**config.mk**
```make
export PLATFORM = sky130hd
export DESIGN_NAME = plst_cell
export DESIGN_NICKNAME = d
export VERILOG_FILES = /design/src/sv/plst_pkg.sv /design/src/sv/plst_cell.sv
export SDC_FILE = /design/constraint.sdc
export NUM_CORES = 1
export LEC_CHECK = 0
export ABC_AREA = 1
export BUFFER_PORTS_ARGS = -buffer_cell sky130_fd_sc_hd__buf_2
export CAP_MARGIN = 5
export CORE_MARGIN = 8
export CORE_UTILIZATION = 46
export DETAILED_ROUTE_END_ITERATION = 8
export PLACE_DENSITY = 0.91
export SKIP_CTS_REPAIR_TIMING = 1
export SLEW_MARGIN = 20
export SYNTH_ARGS = -nofsm -noshare
export SYNTH_HDL_FRONTEND = slang
export SYNTH_SLANG_ARGS = --single-unit
```
**constraint.sdc**
```tcl
create_clock -name clk -period 1.93 [get_ports clk]
set_clock_uncertainty 0.1 [all_clocks]
set_input_delay 0.386 -clock clk [delete_from_list [all_inputs] [get_ports clk]]
set_output_delay 0.386 -clock clk [all_outputs]
set_load 0.01 [all_outputs]
```
**src/sv/plst_pkg.sv**
```systemverilog
// Shared types and constants for the ordered palette list.
// Used by plst_cell, plst_select and ordered_palette_list; no dependencies.
`timescale 1ns / 1ps

package plst_pkg;

  localparam int DATA_W     = 32;   // colour word width
  localparam int SLOT_W     = 8;    // list position width
  localparam int OUT_CNT_W  = 9;    // entry_count field width
  localparam int REQ_W      = 2;    // req_type field width
  localparam int LIST_DEPTH = 256;  // default number of cells
  localparam int GROUP      = 16;   // leaves per first-level select node

  // Operation codes carried in req_type
  typedef enum logic [REQ_W-1:0] {
    REQ_READ    = 2'd0,
    REQ_INSERT  = 2'd1,
    REQ_DELETE  = 2'd2,
    REQ_REPLACE = 2'd3
  } req_t;

  // Command broadcast to every cell in the accept cycle
  typedef struct packed {
    logic              ins;     // insert, not refused
    logic              del;     // delete, not refused
    logic              rep;     // replace
    logic [SLOT_W-1:0] slot;
    logic [DATA_W-1:0] colour;
  } cmd_t;

endpackage

```
**src/sv/plst_cell.sv**
```systemverilog
// One cell of the shift-register list: holds one colour word and loads from
// its left or right neighbor or from the command. Depends on plst_pkg.
`timescale 1ns / 1ps

module plst_cell #(
  parameter int LIST_DEPTH = plst_pkg::LIST_DEPTH,
  parameter int IDX        = 0
) (
  input  logic                              clk,
  input  logic                              rst_n,
  input  plst_pkg::cmd_t                    cmd,
  input  logic [$clog2(LIST_DEPTH+1)-1:0]   cmd_cnt,     // count before the operation
  input  logic [plst_pkg::SLOT_W-1:0]       sel_slot,    // slot of the pending result
  input  logic [plst_pkg::DATA_W-1:0]       left_word,   // entry of cell IDX-1
  input  logic [plst_pkg::DATA_W-1:0]       right_word,  // entry of cell IDX+1
  output logic [plst_pkg::DATA_W-1:0]       entry_word,
  output logic [plst_pkg::DATA_W-1:0]       hit_word     // entry if selected, else zero
);

  localparam int CntW = $clog2(LIST_DEPTH + 1);
  localparam int CmpW = (CntW > plst_pkg::SLOT_W) ? CntW + 1 : plst_pkg::SLOT_W + 1;
  localparam logic [CmpW-1:0] IdxW = CmpW'(IDX);

  logic [plst_pkg::DATA_W-1:0] entry_r;
  logic [plst_pkg::DATA_W-1:0] entry_nxt;
  logic [CmpW-1:0]             slot_w;
  logic [CmpW-1:0]             cnt_w;
  logic                        at_slot;
  logic                        above_slot;

  assign slot_w     = CmpW'(cmd.slot);
  assign cnt_w      = CmpW'(cmd_cnt);
  assign at_slot    = (IdxW == slot_w);
  assign above_slot = (IdxW > slot_w);

  // Pick the next entry: colour, a neighbor, or hold
  always_comb begin
    entry_nxt = entry_r;
    if (cmd.ins) begin
      if (at_slot) begin
        entry_nxt = cmd.colour;
      end else if (above_slot && (IdxW <= cnt_w)) begin
        entry_nxt = left_word;
      end
    end else if (cmd.del) begin
      if ((at_slot || above_slot) && ((IdxW + CmpW'(1)) < cnt_w)) begin
        entry_nxt = right_word;
      end
    end else if (cmd.rep && at_slot) begin
      entry_nxt = cmd.colour;
    end
  end

  // Hold the entry; the store clears at reset
  always_ff @(posedge clk) begin
    if (!rst_n) begin
      entry_r <= '0;
    end else begin
      entry_r <= entry_nxt;
    end
  end

  assign entry_word = entry_r;
  assign hit_word   = (IdxW == CmpW'(sel_slot)) ? entry_r : '0;

endmodule

```
==> impl_results.md, run 1 <==
- Clk pin slew, worst setup/hold paths: 0.07 ns
- Final net count: 804
- Critical Path Sink: hit_word[25]
- Setup CP Type: in -> out
- HP Class: in -> reg
- Critical Path Start: sel_slot[5]
- CP startpoint kind: input port
- Slowest stage delay, CP: 0.27 ns
- FF-to-FF Start: entry_word[4]$_SDFFE_PN0P_
- # diodes: 0
- CP dominant cell by count: buf_2
- Fin. Hold Viols: 0
- Register bit total from synthesis: 32
- Vias in the first global route: 3746
- Layout cells sized above 1: 31.4%
- F_max: 547 MHz
- CP max FO: 22
- Starting density of the core: 47.5%
- Post-synth top area share: 22.9%
- CP Capture Type: output pin
- CTS HTree Levels: 2
- Seq/Total Area, Yosys: 22.9%
- DR vias: 3768
- Max Buffers Root-to-Sink: 2
- Die W: 94.0 um
- CP max stage cell: nor4_2
- Max-cap violations: 0
- Min Tclk post-route: 1.83 ns
- Clk sinks: 32
- Total negative slack: 0 ns
- Top post-synthesis cells by area: dfxtp_1, nand2_1, nor2_1
- Antenna viol nets, final: 0
- Largest net degree at the start of global routing: 37
- First-pass GRT wire length: 16500 um
- Critical Path Stages: 6
- Cell with the most instances after synthesis: nand2_1
- Initial drt markers: 224
- Gr usage total: 22.5%
- Pre-Repair DR Iteration Count: 4
- Worst path required time: 1.44 ns
- Maximum vdd drop: 217 uV
- Cell Pwr Density: 395 nW/um2
- Num CTS Buffers: 5
- Mapped cell area: 2800 um2
- Slew margin rel.: 58.0%
- Detail Placement HPWL: 8000 um
- Worst path arrival time: 1.34 ns
- Avg WL per Cell: 13.8 um
- Core area: 5890 um2
- Root Buffer: clkbuf_8
- I/O pins: 190
- Top_reg_cell synth: dfxtp_1
- RSZ-0062 raised after global routing: no
- Initial antenna violation count: 0
- Avg Cell Area, Syn: 5.54 um2
- Area Overhead vs Synth: 37.9%
- RR Endpoint: entry_word[4]$_SDFFE_PN0P_
- Critical path's top delay family: simple AND/OR/NAND/NOR gates
- Fin. max-slew vios: 0
- Met2 wire length: 5060 um
- Final setup fails: 0
- Crit-path cells: buf_2 > nor4_2 > nand2_1 > buf_6 > nor2_1 > buf_2
- Worst-Margin Slew: 0.630 ns
- Worst skew pair latency: 0.27 ns
- Max layer used: met4
- CP bufs+invs: 3
- WL final: 10400 um
- Static Leak: 0.00228 uW
- Full die area: 8830 um2
- Site row count: 28
- Reg2reg setup slack: 1.11 ns
- Die height: 94.0 um
- Synth area leader: dfxtp_1
- EDFF count, synth: 0
- Synthesis warning total: 0
- Routed wl met3: 1110 um
- Wire length on met1: 3970 um
- Mapped Cells: 505
- Layout Utilization: 65.6%
- Synth Net Count: 631
- Period utilization: 94.8%
- Largest register FFs: 32
- Worst Reg-to-Reg Cells: 4
- # port buffers: 188
- Routed vias/inst: 5.00
- Total gr overflow: 0
- Leading cell types by count after synthesis: nand2_1, nor2_1, inv_1
- GP Congestion: 0.837
- Post-route DRC: 0
- Post-synth cell types: 17
- Outcome: finished clean
- Ys async rst share: 0%
- CTS tree: yes
[area by class of cell]
type / instances / area (um2)
Clock buffer: 6 / 72.6
Multi-Input combinational cell: 372 / 1720
Timing Repair Buffer: 201 / 1080
Tap cell: 75 / 93.8
Sequential cell: 32 / 641
Inverter: 66 / 248
Clock inverter: 1 / 5.00
Fill cell: 550 / 2030
[routing by layer]
layer / global-route usage (%) / vias to the layer above
li1: - / 1899
met1: 23.9 / 1653
met2: 40.5 / 193
met3: 6.87 / 23
met4: 8.32 / 0
met5: 0 / -
[stage by stage]
step	cell area, um2	hold WS, ns	instances	power (uW)	setup slack (ns)
2_1_floorplan	2800	0.406	505	879	0.288
3_3_place_gp	3770	0.415	746	1030	0.132
3_5_place_dp	3770	0.421	746	1040	0.0441
4_1_cts	3850	0.379	753	1540	0.0359
5_1_grt	3860	0.392	753	1620	0.00748
6_report	3860	0.383	753	1520	0.100
[worst min-delay path, delay by kind of cell]
kind | cells | cell delay (ns)
AO/OA/AOI/OAI | 1 | 0.08
buffers and inverters | 1 | 0.07
AND/OR/NAND/NOR | 3 | 0.18
[worst min path at each step]
stage,start,endpoint,depth (start not counted)
finish,right_word[18],entry_word[18]$_SDFFE_PN0P_,5
floorplan,rst_n,entry_word[27]$_SDFFE_PN0P_,2
CTS,right_word[18],entry_word[18]$_SDFFE_PN0P_,5
detailed placement,entry_word[3]$_SDFFE_PN0P_,entry_word[3]$_SDFFE_PN0P_,4
global placement,entry_word[0]$_SDFFE_PN0P_,entry_word[0]$_SDFFE_PN0P_,4
global route,right_word[18],entry_word[18]$_SDFFE_PN0P_,5
[layout by cell type (no fill, tap or decap)]
cell type / instances
buf_2: 188
nand2_1: 164
nor2_1: 104
inv_1: 65
o21bai_1: 32
nand3_1: 32
o211ai_1: 32
dfxtp_1: 32
buf_4: 9
clkbuf_8: 5
buf_12: 3
nand2_2: 2
nor4_2: 1
nor4_1: 1
o21ai_0: 1
inv_2: 1
a21oi_1: 1
nor2_8: 1
nand2_4: 1
clkinv_2: 1
clkbuf_1: 1
buf_6: 1
[power breakdown]
part | total, uW | leakage [uW] | internal, uW | switching, uW
clock | 492 | 0.0000410 | 245 | 247
sequential | 664 | 0.000258 | 662 | 1.19
combinational | 369 | 0.00198 | 179 | 190
[kinds of logic (layout without fill, tap and decap cells)]
logic type	count (synthesis)	count (layout)	synth area share (%)
buffers and inverters	101	274	15.9
DFF	32	32	22.9
and+or+nand+nor	306	306	43.7
AOI/OAI and AO/OA	66	66	17.5
(Power assumes the default switching activity.)
==> inputs of run 2 (changes only) <==
==> constraint.sdc (replaced) <==
create_clock -name clk -period 1.93 [get_ports clk]
set_clock_uncertainty 0.1 [all_clocks]
set_input_delay 0.0965 -clock clk [delete_from_list [all_inputs] [get_ports clk]]
set_output_delay 0.0965 -clock clk [all_outputs]
set_load 0.01 [all_outputs]
==> run 2 against run 1 <==
  * Sequential share of layout area grew 0.19 points
  * Maximum frequency grew 37%
  * First-iteration DRC count grew 20%
  * Final area shrank 1.1%
  * Cell count shrank 0.27%
  * Via count shrank 2.1%
==> impl_results.md, run 2 (synthesized netlist as in run 1, its figures left out) <==
- CP startpoint kind: input port
- CP max FO: 20 (-9.1%)
- Die W: 94.0 um (unchanged)
- FF/Latch Area: 641 um2 (unchanged)
- Vias in the first global route: 3605 (-3.8%)
- Commonest non-fill, non-tap cell in the layout: buf_2
- Slew margin rel.: 57.7% (-0.37 points)
- Critical path's top delay family: buffers and inverters
- Total negative slack: 0 ns (unchanged)
- Core area: 5890 um2 (unchanged)
- Max Buffers Root-to-Sink: 2 (unchanged)
- Fin. max-slew vios: 0 (unchanged)
- Hold Path Origin: right_word[27]
- Routed vias/inst: 4.91 (-1.8%)
- Full die area: 8830 um2 (unchanged)
- Maximum vdd drop: 225 uV (+3.7%)
- RR Endpoint: entry_word[6]$_SDFFE_PN0P_
- Largest net degree at the start of global routing: 37 (unchanged)
- Max-cap violations: 0 (unchanged)
- Starting density of the core: 47.5% (unchanged)
- Clk sinks: 32 (unchanged)
- Die height: 94.0 um (unchanged)
- Multi-input logic area: 1710 um2 (-0.36%)
- Crit-path cells: buf_2 > inv_1 > buf_12 > o211ai_1 > nand2_1 > nor2_1 > nor2_1
- Worst path arrival time: 1.41 ns (+0.07 ns)
- Clk pin slew, worst setup/hold paths: 0.07 ns (about the same)
- Largest register FFs: 32 (unchanged)
- Most frequent cells in the layout: buf_2, nand2_1, nor2_1
- Critical Path Start: cmd[42]
- Gr usage total: 22.6% (+0.12 points)
- Filler instances: 555 (+0.91%)
- CP Capture Type: register
- CP max stage cell: buf_2
- FF-to-FF Start: entry_word[6]$_SDFFE_PN0P_
- Worst-Margin Slew: 0.635 ns (+0.00551 ns)
- Reg2reg setup slack: 1.14 ns (+0.03 ns)
- Detail Placement HPWL: 7940 um (-0.74%)
- Setup CP Type: in -> reg
- CP dominant cell by count: nor2_1
- Final setup fails: 0 (unchanged)
- Cell Pwr Density: 400 nW/um2 (+1.1%)
- Critical Path Stages: 7 (+1)
- # port buffers: 188 (unchanged)
- Initial antenna violation count: 1 (+1)
- Site row count: 28 (unchanged)
- First-pass GRT wire length: 16500 um (-0.38%)
- HP Class: in -> reg
- Critical Path Sink: entry_word[6]$_SDFFE_PN0P_
- I/O pins: 190 (unchanged)
- Worst Reg-to-Reg Cells: 4 (unchanged)
- Total power: 1530 uW (about the same)
- Slowest stage delay, CP: 0.35 ns (+0.08 ns)
- Post-route DRC: 0 (unchanged)
- Initial drt markers: 269 (+20%)
- Pre-Repair DR Iteration Count: 4 (unchanged)
- Final net count: 801 (-0.37%)
- CP bufs+invs: 3 (unchanged)
- Min Tclk post-route: 1.33 ns (-0.495 ns)
- Outcome: finished clean
- Worst skew pair latency: 0.27 ns (about the same)
- WL final: 10300 um (-0.60%)
- Root Buffer: clkbuf_8
- CTS HTree Levels: 2 (unchanged)
- F_max: 750 MHz (+37%)
- Avg WL per Cell: 13.7 um (-0.33%)
- Static Leak: 0.00226 uW (-1.1%)
- Worst path required time: 2.00 ns (+0.56 ns)
- CTS tree: yes
- Fin. Hold Viols: 0 (unchanged)
- Period utilization: 69.1% (-26 points)
- Area Overhead vs Synth: 36.4%
- Layout cells sized above 1: 31.0% (-0.45 points)
- RSZ-0062 raised after global routing: no
- Antenna viol nets, final: 0 (unchanged)
- Num CTS Buffers: 5 (unchanged)
- DR vias: 3689 (-2.1%)
- Total gr overflow: 0 (unchanged)
- GP Congestion: 0.816 (-2.5%)
-- run 2: cell count changes in the layout (fill, tap and decap cells not counted) --
cell and change:
buf_12 -1, buf_4 -1, buf_6 -1, diode_2 +1
nor4_1 +1, nor4_2 -1
-- run 2: final cells by class --
cell class | count | share of cell area (%)
inverter | 66 | 6.49
timing repair buffer | 198 | 27.3
sequential | 32 | 16.8
multi-input combinational | 372 | 44.9
antenna | 1 | 0.0656
tap | 75 | 2.46
clock inverter | 1 | 0.131
clock buffer | 6 | 1.90
-- run 2: per-layer routing --
layer	wire, um	global-route usage (%)
met1	3990	24.1
met2	5090	40.4
met3	1050	7.35
met4	178	8.32
met5	0	0
-- run 2: worst reg2reg max path: stages (launching register included) --
cell	delay, ns
dfxtp_1	0.32
inv_1	0.08
nand2_1	0.07
nand2_1	0.07
nor2_1	0.04
-- run 2: power breakdown --
group | internal [uW] | switching [uW] | leakage [uW]
Combinational | 178 | 188 | 0.00196
Sequential | 662 | 1.16 | 0.000258
Clock | 245 | 251 | 0.0000410
-- run 2: worst min path at each step --
stage | cells past startpoint | to
3_3_place_gp | 5 | entry_word[30]$_SDFFE_PN0P_
2_1_floorplan | 2 | entry_word[27]$_SDFFE_PN0P_
3_5_place_dp | 5 | entry_word[18]$_SDFFE_PN0P_
5_1_grt | 5 | entry_word[27]$_SDFFE_PN0P_
4_1_cts | 5 | entry_word[18]$_SDFFE_PN0P_
6_report | 5 | entry_word[27]$_SDFFE_PN0P_
-- run 2: metrics by stage --
stage	cell area (um2)	hold slack [ns]	util [%]	setup WS [ns]	instances
6_report	3820	0.0894	64.8	0.596	751
4_1_cts	3810	0.0801	64.8	0.617	750
3_5_place_dp	3740	0.377	63.5	0.316	743
5_1_grt	3820	0.116	64.8	0.489	751
2_1_floorplan	2800	0.117	-	0.796	505
3_3_place_gp	3740	0.374	63.5	0.329	743
